<file path="src/hw/rtl/tlbpt_pkg.sv">
// ----------------------------------------------------------------------------
// tlbpt_pkg
// Shared constants and controller-to-datapath command type for the
// demand-paging translator.
// ----------------------------------------------------------------------------
package tlbpt_pkg;

   localparam int VA_WIDTH     = 16;
   localparam int PA_WIDTH     = 15;
   localparam int OFFSET_WIDTH = 8;
   localparam int PAGE_WIDTH   = VA_WIDTH - OFFSET_WIDTH;
   localparam int PAGE_ENTRIES = 2 ** PAGE_WIDTH;
   localparam int FETCH_WIDTH  = 8;
   localparam int COUNT_WIDTH  = 32;

   localparam int DEF_TLB_ENTRIES = 16;
   localparam int DEF_FRAME_COUNT = 128;

   typedef struct packed {
      logic load;
      logic lookup;
      logic resolve;
   } cmd_type;

endpackage

</file>
<file path="src/hw/rtl/tlb_page_table_translator_top.sv">
// ----------------------------------------------------------------------------
// tlb_page_table_translator_top
// Demand-paging address translator: TLB, page map, FIFO frame replacement.
//
//   channel  ports                    handshake
//   req      req_virtual_address      taken when start is high, busy low
//   rsp      rsp_* (six fields)       rsp_valid high one cycle, no stall
//
// An item passes capture, lookup (TLB compare and page map / owner memory
// reads) and resolve (hit, map or fault update) before the next start can
// be taken. The result strobe is high in the cycle after resolve,
// when the next item may already be taken. Reset clears TLB valid bits,
// page resident bits, pointers and counters at once; no clearing pass.
// The receiver cannot stall.
// ----------------------------------------------------------------------------
module tlb_page_table_translator_top
   import tlbpt_pkg::*;
#(
   parameter int TLB_ENTRIES = DEF_TLB_ENTRIES,
   parameter int FRAME_COUNT = DEF_FRAME_COUNT
)
(
   input  logic                   clock,
   input  logic                   reset,
   input  logic                   start,
   output logic                   busy,
   input  logic [VA_WIDTH-1:0]    req_virtual_address,
   output logic                   rsp_valid,
   output logic [PA_WIDTH-1:0]    rsp_physical_address,
   output logic                   rsp_tlb_hit,
   output logic                   rsp_page_fault,
   output logic [FETCH_WIDTH-1:0] rsp_fetch_page,
   output logic [COUNT_WIDTH-1:0] rsp_hit_total,
   output logic [COUNT_WIDTH-1:0] rsp_fault_total
);

   cmd_type cmd;

   tlbpt_ctrl u_ctrl (
      .clock (clock),
      .reset (reset),
      .start (start),
      .busy  (busy),
      .cmd   (cmd)
   );

   tlbpt_datapath #(
      .TLB_ENTRIES (TLB_ENTRIES),
      .FRAME_COUNT (FRAME_COUNT)
   ) u_datapath (
      .clock                (clock),
      .reset                (reset),
      .cmd                  (cmd),
      .req_virtual_address  (req_virtual_address),
      .rsp_valid            (rsp_valid),
      .rsp_physical_address (rsp_physical_address),
      .rsp_tlb_hit          (rsp_tlb_hit),
      .rsp_page_fault       (rsp_page_fault),
      .rsp_fetch_page       (rsp_fetch_page),
      .rsp_hit_total        (rsp_hit_total),
      .rsp_fault_total      (rsp_fault_total)
   );

endmodule

</file>
<file path="src/hw/rtl/tlbpt_ctrl.sv">
// ----------------------------------------------------------------------------
// tlbpt_ctrl
// Sequencer: take an item, look it up, then resolve (hit, map or fault).
// ----------------------------------------------------------------------------
module tlbpt_ctrl
   import tlbpt_pkg::*;
(
   input  logic    clock,
   input  logic    reset,
   input  logic    start,
   output logic    busy,
   output cmd_type cmd
);

   typedef enum logic [2:0] {
      ST_IDLE    = 3'b001,
      ST_LOOKUP  = 3'b010,
      ST_RESOLVE = 3'b100
   } ctrl_state_type;

   ctrl_state_type state_ff;
   ctrl_state_type state_in;

   always_comb begin
      state_in = state_ff;
      unique case (state_ff)
         ST_IDLE: begin
            if (start) state_in = ST_LOOKUP;
         end
         ST_LOOKUP:  state_in = ST_RESOLVE;
         ST_RESOLVE: state_in = ST_IDLE;
         default:    state_in = ST_IDLE;
      endcase
   end

   always_ff @(posedge clock) begin
      if (reset) begin
         state_ff <= ST_IDLE;
      end else begin
         state_ff <= state_in;
      end
   end

   assign busy        = (state_ff != ST_IDLE);
   assign cmd.load    = (state_ff == ST_IDLE) && start;
   assign cmd.lookup  = (state_ff == ST_LOOKUP);
   assign cmd.resolve = (state_ff == ST_RESOLVE);

endmodule

</file>
<file path="src/hw/rtl/tlbpt_datapath.sv">
// ----------------------------------------------------------------------------
// tlbpt_datapath
// TLB, page map, frame owner map, FIFO pointers, counters and result
// registers.
// ----------------------------------------------------------------------------
module tlbpt_datapath
   import tlbpt_pkg::*;
#(
   parameter int TLB_ENTRIES = DEF_TLB_ENTRIES,
   parameter int FRAME_COUNT = DEF_FRAME_COUNT
)
(
   input  logic                   clock,
   input  logic                   reset,
   input  cmd_type                cmd,
   input  logic [VA_WIDTH-1:0]    req_virtual_address,
   output logic                   rsp_valid,
   output logic [PA_WIDTH-1:0]    rsp_physical_address,
   output logic                   rsp_tlb_hit,
   output logic                   rsp_page_fault,
   output logic [FETCH_WIDTH-1:0] rsp_fetch_page,
   output logic [COUNT_WIDTH-1:0] rsp_hit_total,
   output logic [COUNT_WIDTH-1:0] rsp_fault_total
);

   localparam int TLB_IDX_W = $clog2(TLB_ENTRIES);
   localparam int FRAME_W   = $clog2(FRAME_COUNT);

   // item
   logic [VA_WIDTH-1:0]     va_ff;
   logic [PAGE_WIDTH-1:0]   page;
   logic [OFFSET_WIDTH-1:0] offset;

   // TLB
   logic [PAGE_WIDTH-1:0]   tlb_tag_ff   [TLB_ENTRIES];
   logic [PAGE_WIDTH-1:0]   tlb_tag_in   [TLB_ENTRIES];
   logic [FRAME_W-1:0]      tlb_frame_ff [TLB_ENTRIES];
   logic [FRAME_W-1:0]      tlb_frame_in [TLB_ENTRIES];
   logic [TLB_ENTRIES-1:0]  tlb_valid_ff;
   logic [TLB_ENTRIES-1:0]  tlb_valid_in;
   logic [TLB_IDX_W-1:0]    tlb_fill_ff;
   logic [TLB_IDX_W-1:0]    tlb_fill_in;

   // page map: resident bits in flops, frame numbers in memory
   logic [PAGE_ENTRIES-1:0] page_valid_ff;
   logic [PAGE_ENTRIES-1:0] page_valid_in;
   logic [FRAME_W-1:0]      page_frame_mem  [PAGE_ENTRIES];
   logic [PAGE_WIDTH-1:0]   frame_owner_mem [FRAME_COUNT];

   logic [FRAME_W-1:0]      frame_ptr_ff;
   logic [FRAME_W-1:0]      frame_ptr_in;
   logic                    wrapped_ff;
   logic                    wrapped_in;

   // lookup results
   logic                    tlb_match;
   logic [FRAME_W-1:0]      tlb_match_frame;
   logic                    hit_ff;
   logic [FRAME_W-1:0]      hit_frame_ff;
   logic                    resident_ff;
   logic [FRAME_W-1:0]      map_frame_ff;
   logic [PAGE_WIDTH-1:0]   owner_ff;

   // resolve
   logic                         fault;
   logic [FRAME_W-1:0]           frame;
   logic [FRAME_W+OFFSET_WIDTH-1:0] pa_full;

   logic [COUNT_WIDTH-1:0]  hit_cnt_ff;
   logic [COUNT_WIDTH-1:0]  hit_cnt_in;
   logic [COUNT_WIDTH-1:0]  fault_cnt_ff;
   logic [COUNT_WIDTH-1:0]  fault_cnt_in;

   logic                    rsp_valid_ff;
   logic [PA_WIDTH-1:0]     rsp_pa_ff;
   logic                    rsp_hit_ff;
   logic                    rsp_fault_ff;
   logic [FETCH_WIDTH-1:0]  rsp_fetch_ff;

   assign page   = va_ff[VA_WIDTH-1:OFFSET_WIDTH];
   assign offset = va_ff[OFFSET_WIDTH-1:0];

   always_ff @(posedge clock) begin
      if (cmd.load) va_ff <= req_virtual_address;
   end

   // lowest matching valid entry wins
   always_comb begin
      tlb_match       = 1'b0;
      tlb_match_frame = '0;
      for (int i = TLB_ENTRIES - 1; i >= 0; i--) begin
         if (tlb_valid_ff[i] && (tlb_tag_ff[i] == page)) begin
            tlb_match       = 1'b1;
            tlb_match_frame = tlb_frame_ff[i];
         end
      end
   end

   always_ff @(posedge clock) begin
      if (cmd.lookup) begin
         hit_ff       <= tlb_match;
         hit_frame_ff <= tlb_match_frame;
         resident_ff  <= page_valid_ff[page];
         map_frame_ff <= page_frame_mem[page];
         owner_ff     <= frame_owner_mem[frame_ptr_ff];
      end
   end

   assign fault   = !hit_ff && !resident_ff;
   assign frame   = hit_ff ? hit_frame_ff : (resident_ff ? map_frame_ff : frame_ptr_ff);
   assign pa_full = {frame, offset};

   // TLB and FIFO pointer updates on a fault
   always_comb begin
      tlb_tag_in   = tlb_tag_ff;
      tlb_frame_in = tlb_frame_ff;
      tlb_valid_in = tlb_valid_ff;
      tlb_fill_in  = tlb_fill_ff;
      frame_ptr_in = frame_ptr_ff;
      wrapped_in   = wrapped_ff;
      if (cmd.resolve && fault) begin
         if (!wrapped_ff) begin
            tlb_tag_in[tlb_fill_ff]   = page;
            tlb_frame_in[tlb_fill_ff] = frame_ptr_ff;
            tlb_valid_in[tlb_fill_ff] = 1'b1;
            tlb_fill_in = (tlb_fill_ff == TLB_IDX_W'(TLB_ENTRIES - 1)) ?
                          '0 : tlb_fill_ff + 1'b1;
         end else begin
            for (int i = 0; i < TLB_ENTRIES; i++) begin
               if (tlb_valid_ff[i] && (tlb_frame_ff[i] == frame_ptr_ff)) begin
                  tlb_tag_in[i] = page;
               end
            end
         end
         if (frame_ptr_ff == FRAME_W'(FRAME_COUNT - 1)) begin
            frame_ptr_in = '0;
            wrapped_in   = 1'b1;
         end else begin
            frame_ptr_in = frame_ptr_ff + 1'b1;
         end
      end
   end

   // evict old owner first; the new mapping takes precedence
   always_comb begin
      page_valid_in = page_valid_ff;
      if (cmd.resolve && fault) begin
         if (wrapped_ff) page_valid_in[owner_ff] = 1'b0;
         page_valid_in[page] = 1'b1;
      end
   end

   always_comb begin
      hit_cnt_in   = hit_cnt_ff;
      fault_cnt_in = fault_cnt_ff;
      if (cmd.resolve && hit_ff && (hit_cnt_ff != '1)) begin
         hit_cnt_in = hit_cnt_ff + 1'b1;
      end
      if (cmd.resolve && fault && (fault_cnt_ff != '1)) begin
         fault_cnt_in = fault_cnt_ff + 1'b1;
      end
   end

   always_ff @(posedge clock) begin
      tlb_tag_ff   <= tlb_tag_in;
      tlb_frame_ff <= tlb_frame_in;
   end

   always_ff @(posedge clock) begin
      if (reset) begin
         tlb_valid_ff  <= '0;
         tlb_fill_ff   <= '0;
         frame_ptr_ff  <= '0;
         wrapped_ff    <= 1'b0;
         hit_cnt_ff    <= '0;
         fault_cnt_ff  <= '0;
         page_valid_ff <= '0;
         rsp_valid_ff  <= 1'b0;
      end else begin
         tlb_valid_ff  <= tlb_valid_in;
         tlb_fill_ff   <= tlb_fill_in;
         frame_ptr_ff  <= frame_ptr_in;
         wrapped_ff    <= wrapped_in;
         hit_cnt_ff    <= hit_cnt_in;
         fault_cnt_ff  <= fault_cnt_in;
         page_valid_ff <= page_valid_in;
         rsp_valid_ff  <= cmd.resolve;
      end
   end

   always_ff @(posedge clock) begin
      if (cmd.resolve && fault) begin
         page_frame_mem[page]          <= frame_ptr_ff;
         frame_owner_mem[frame_ptr_ff] <= page;
      end
   end

   always_ff @(posedge clock) begin
      if (cmd.resolve) begin
         rsp_pa_ff    <= PA_WIDTH'(pa_full);
         rsp_hit_ff   <= hit_ff;
         rsp_fault_ff <= fault;
         rsp_fetch_ff <= fault ? FETCH_WIDTH'(page) : '0;
      end
   end

   assign rsp_valid            = rsp_valid_ff;
   assign rsp_physical_address = rsp_pa_ff;
   assign rsp_tlb_hit          = rsp_hit_ff;
   assign rsp_page_fault       = rsp_fault_ff;
   assign rsp_fetch_page       = rsp_fetch_ff;
   assign rsp_hit_total        = hit_cnt_ff;
   assign rsp_fault_total      = fault_cnt_ff;

endmodule

</file>
<file path="config.mk">
export PLATFORM = sky130hd
export DESIGN_NAME = tlb_page_table_translator_top
export DESIGN_NICKNAME = d
export VERILOG_FILES = /design/src/hw/rtl/tlbpt_pkg.sv /design/src/hw/rtl/tlb_page_table_translator_top.sv /design/src/hw/rtl/tlbpt_ctrl.sv /design/src/hw/rtl/tlbpt_datapath.sv
export SDC_FILE = /design/constraint.sdc
export NUM_CORES = 2
export LEC_CHECK = 0
export BUFFER_PORTS_ARGS = -buffer_cell sky130_fd_sc_hd__buf_2
export CORE_MARGIN = 5
export CORE_UTILIZATION = 60
export CTS_BUF_LIST = sky130_fd_sc_hd__clkbuf_4 sky130_fd_sc_hd__clkbuf_8
export DETAILED_ROUTE_END_ITERATION = 6
export GPL_TIMING_DRIVEN = 0
export PLACE_DENSITY_LB_ADDON = 0.1
export SYNTH_ARGS = -nofsm -noshare
export SYNTH_HDL_FRONTEND = slang
export SYNTH_HIERARCHICAL = 1
export SYNTH_SLANG_ARGS = --single-unit
export TNS_END_PERCENT = 5
</file>
<file path="constraint.sdc">
create_clock -name clock -period 7.1 [get_ports clock]
set_input_delay 1.775 -clock clock [delete_from_list [all_inputs] [get_ports clock]]
set_output_delay 1.775 -clock clock [all_outputs]
set_load 0.005 [all_outputs]
</file>
==> qor.csv <==
metric,value,unit
status,"complete, but fails checks",
violations,"DRC, capacitance limit, slew limit, setup timing",
slew_viol_final,326,
grt_max_degree,97,
clk_latency,1.13,ns
ant_nets,0,
clk_path_buf_depth,4,
nets,8685,
worst_slack,-0.588,ns
cts_root_buf,clkbuf_8,
async_reset_ff_frac,0,
dp_hpwl,342000,um
whs,0.424,ns
netlist_area,137000,um2
syn_inst,7898,
drt_iter0_markers,16700,
r2r-start,u_datapath/va_ff[11]$_DFFE_PP_,
ys_ff_latch,3473,
final_cell_mix,"3,121 x edfxtp_1, 634 x mux4_2, 602 x clkbuf_8",
pin_count,110,
fp.coreArea,227000,um2
cts_tree,built,
ys_warn_count,6,
worstSetupPathType,register to register,
cap_violations,35,
grt_pass1_vias,82600,
place_ws,-0.432,ns
hold_violations,0,
final_core_util,0.679,
wire_per_inst,42.4,um
dieArea,237000,um2
endpoint_kind,register,
max_slew_margin,-0.167,
gp_congestion,1.03,
worst_ep_arrival_time,8.42,ns
grt_overflow,0,
critPathLaunchType,register,
wirelength,513000,um
rows,175,
postCtsSetupBuffers,0,
p_per_area,268,nW/um2
route.detailed.drc,22,
ys_types,67,
r2r_setup_slack,-0.59,ns
reg2reg_depth,13,
final_common_cell,edfxtp_1,
max_freq,130,MHz
min_to,u_datapath/rsp_physical_address[0]$_DFFE_PP_,
rsz0062_at_grt,yes,
drive_gt1_frac,0.219,
critical_path_buf_inv_count,10,
drtPass1Iterations,7,
postSynthNetCount,7924,
path_clk_slew,0.06,ns
numCtsBuffers,572,
fin_area,154000,um2
required,7.84,ns
die_w,487,um
fin_crit_sh,1.08,
htreeDepth,6,
vias,88000,
cpMostUsedCell,buf_4,
syn_to_final_growth,12.8,%
crit_fanout,28,
finClkSkew,0.0732,ns
irDropWorstVdd,0.000231,V
worst_pin_slew,1.75,ns
clkSinkCount,3473,
io_buffer_count,109,
hold_depth,0,
worst_path_dominant_cell_family,buffers and inverters,
chipHeight,487,um
syn_area_per_cell,17.3,um2
leakage,50.9,nW
hold_path.class,register to register,
synth_flop_cell,edfxtp_1,
worst_path_max_delay_cell,nor2_1,
antenna_found_initial,50,
worstPathCellList,buf_16 > buf_16 > buf_2 > buf_4 > buf_4 > buf_4 > buf_2 > buf_2 > nand2_1 > nor2_1 > buf_4 > nand2_1 > inv_1,
fin_crit,7.69,ns
cpPeakStageDelay,1.33,ns
vias_per_cell,7.26,
yosysSeqAreaShare,0.737,
worstHoldStart,u_datapath/va_ff[0]$_DFFE_PP_,
timing.rr.end,u_datapath/page_frame_mem[124][4]$_DFFE_PP_,
finalSetupViolations,656,
start_util,0.602,
grt_pass1_wl,683000,um
placed_cell_area,143000,um2
grt_usage,0.429,
synth-edff-count,3121,
## worst reg2reg max path, delay by kind of cell (launching register included)
kind                   cells  cell delay [ns]
AND/OR/NAND/NOR            3             1.87
buffers and inverters     10             4.87
flip-flops                 1             0.58
## worst max path at each step
stage                                                       start                                      endpoint  slack (ns)  cells after the start
final                              u_datapath/va_ff[11]$_DFFE_PP_   u_datapath/page_frame_mem[124][4]$_DFFE_PP_       -0.59                     13
after global routing                u_datapath/va_ff[8]$_DFFE_PP_   u_datapath/page_frame_mem[185][2]$_DFFE_PP_       -0.16                     13
after CTS                           u_datapath/va_ff[9]$_DFFE_PP_          u_datapath/map_frame_ff[1]$_DFFE_PP_       0.002                     13
after detailed placement            u_datapath/va_ff[9]$_DFFE_PP_          u_datapath/map_frame_ff[6]$_DFFE_PP_       -0.43                     15
after global placement            u_ctrl/state_ff[2]$_SDFFE_PP0P_   u_datapath/page_frame_mem[185][1]$_DFFE_PP_       -5.92                      8
after floorplan           u_datapath/frame_ptr_ff[2]$_SDFFE_PP0P_  u_datapath/frame_owner_mem[116][0]$_DFFE_PP_        0.61                      8
## state kept, by name, summed over array words and instances, names as in the netlist, 3 cells and up
signal                           cells
u_datapath/hit_frame_ff              7
u_ctrl/state_ff                      3
u_datapath/tlb_valid_ff             16
u_datapath/tlb_frame_ff            112
u_datapath/frame_owner_mem        1024
u_datapath/rsp_physical_address     15
u_datapath/va_ff                    16
u_datapath/map_frame_ff              7
u_datapath/rsp_hit_total            32
u_datapath/page_valid_ff           256
u_datapath/owner_ff                  8
u_datapath/page_frame_mem         1792
u_datapath/rsp_fault_total          32
u_datapath/rsp_fetch_page            8
u_datapath/tlb_tag_ff              128
u_datapath/frame_ptr_ff              7
u_datapath/tlb_fill_ff               4
## report_power, final
group	internal, mW	total, mW	switching, mW
logic	0.654	2.12	1.47
registers	22.1	22.1	0.0199
clock network	9.23	17.2	7.92
## cells in the mapped netlist, drive strengths merged (33+ instances only)
| cell type | count | area share |
|---|---|---|
| a21oi | 310 | 0.011 |
| a221oi | 74 | 0.0047 |
| a22o | 68 | 0.0044 |
| a22oi | 433 | 0.024 |
| buf | 193 | 0.0085 |
| clkbuf | 295 | 0.0081 |
| dfxtp | 352 | 0.052 |
| edfxtp | 3121 | 0.69 |
| inv | 279 | 0.0077 |
| mux2i | 35 | 0.0026 |
| mux4 | 634 | 0.10 |
| nand2 | 400 | 0.011 |
| nand3 | 71 | 0.0026 |
| nand4 | 184 | 0.0085 |
| nor2 | 320 | 0.0088 |
| nor2b | 154 | 0.0071 |
| nor3 | 57 | 0.0023 |
| o211ai | 33 | 0.0018 |
| o21ai | 348 | 0.013 |
| xnor2 | 224 | 0.014 |
| xor2 | 72 | 0.0046 |
## per-layer routing
| layer | up-vias | wire length [um] | part of all wire | GRT usage |
|---|---|---|---|---|
| met5 | - | 330 | 0.00064 | 0.00490 |
| met4 | 20 | 30100 | 0.059 | 0.214 |
| met3 | 1462 | 92400 | 0.18 | 0.205 |
| met2 | 8439 | 212000 | 0.41 | 0.581 |
| met1 | 45000 | 179000 | 0.35 | 0.585 |
| li1 | 33000 | - | - | - |
## per-stage QoR
stage               power (mW)  cells  setup TNS (ns)
global placement          24.4  11000               -
detailed placement        24.5  11100          -0.474
CTS                       41.3  12100               0
finish                    41.4  12100         -174.02
global route              42.4  12100          -14.63
floorplan                 23.5   7898               0
## cell families after synthesis
logic type                 count (synthesis)  synth area share
muxes                                    672             0.107
buffers and inverters                    767            0.0242
AOI/OAI and AO/OA                       1354            0.0641
adders and majority gates                  7          0.000641
DFF                                     3473             0.737
xor gates and xnor gates                 296            0.0190
and+or+nand+nor                         1329            0.0474
## repair_timing
item / in CTS / in global routing
setup endpoints to repair: 2 / 226
pin swaps: 0 / 0
resized for setup: 1 / 5
hold buffers: 0 / 0
## cell type report
type / instances / area [um2]
Clock inverter: 166 / 977
Inverter: 279 / 1050
Sequential cell: 3473 / 101000
Fill cell: 15200 / 72900
Timing Repair Buffer: 188 / 2540
Antenna cell: 30 / 75.1
Buffer: 487 / 2330
Clock buffer: 830 / 10000
Tap cell: 3009 / 3760
Multi-Input combinational cell: 3658 / 32600
(Power assumes the default switching activity.)
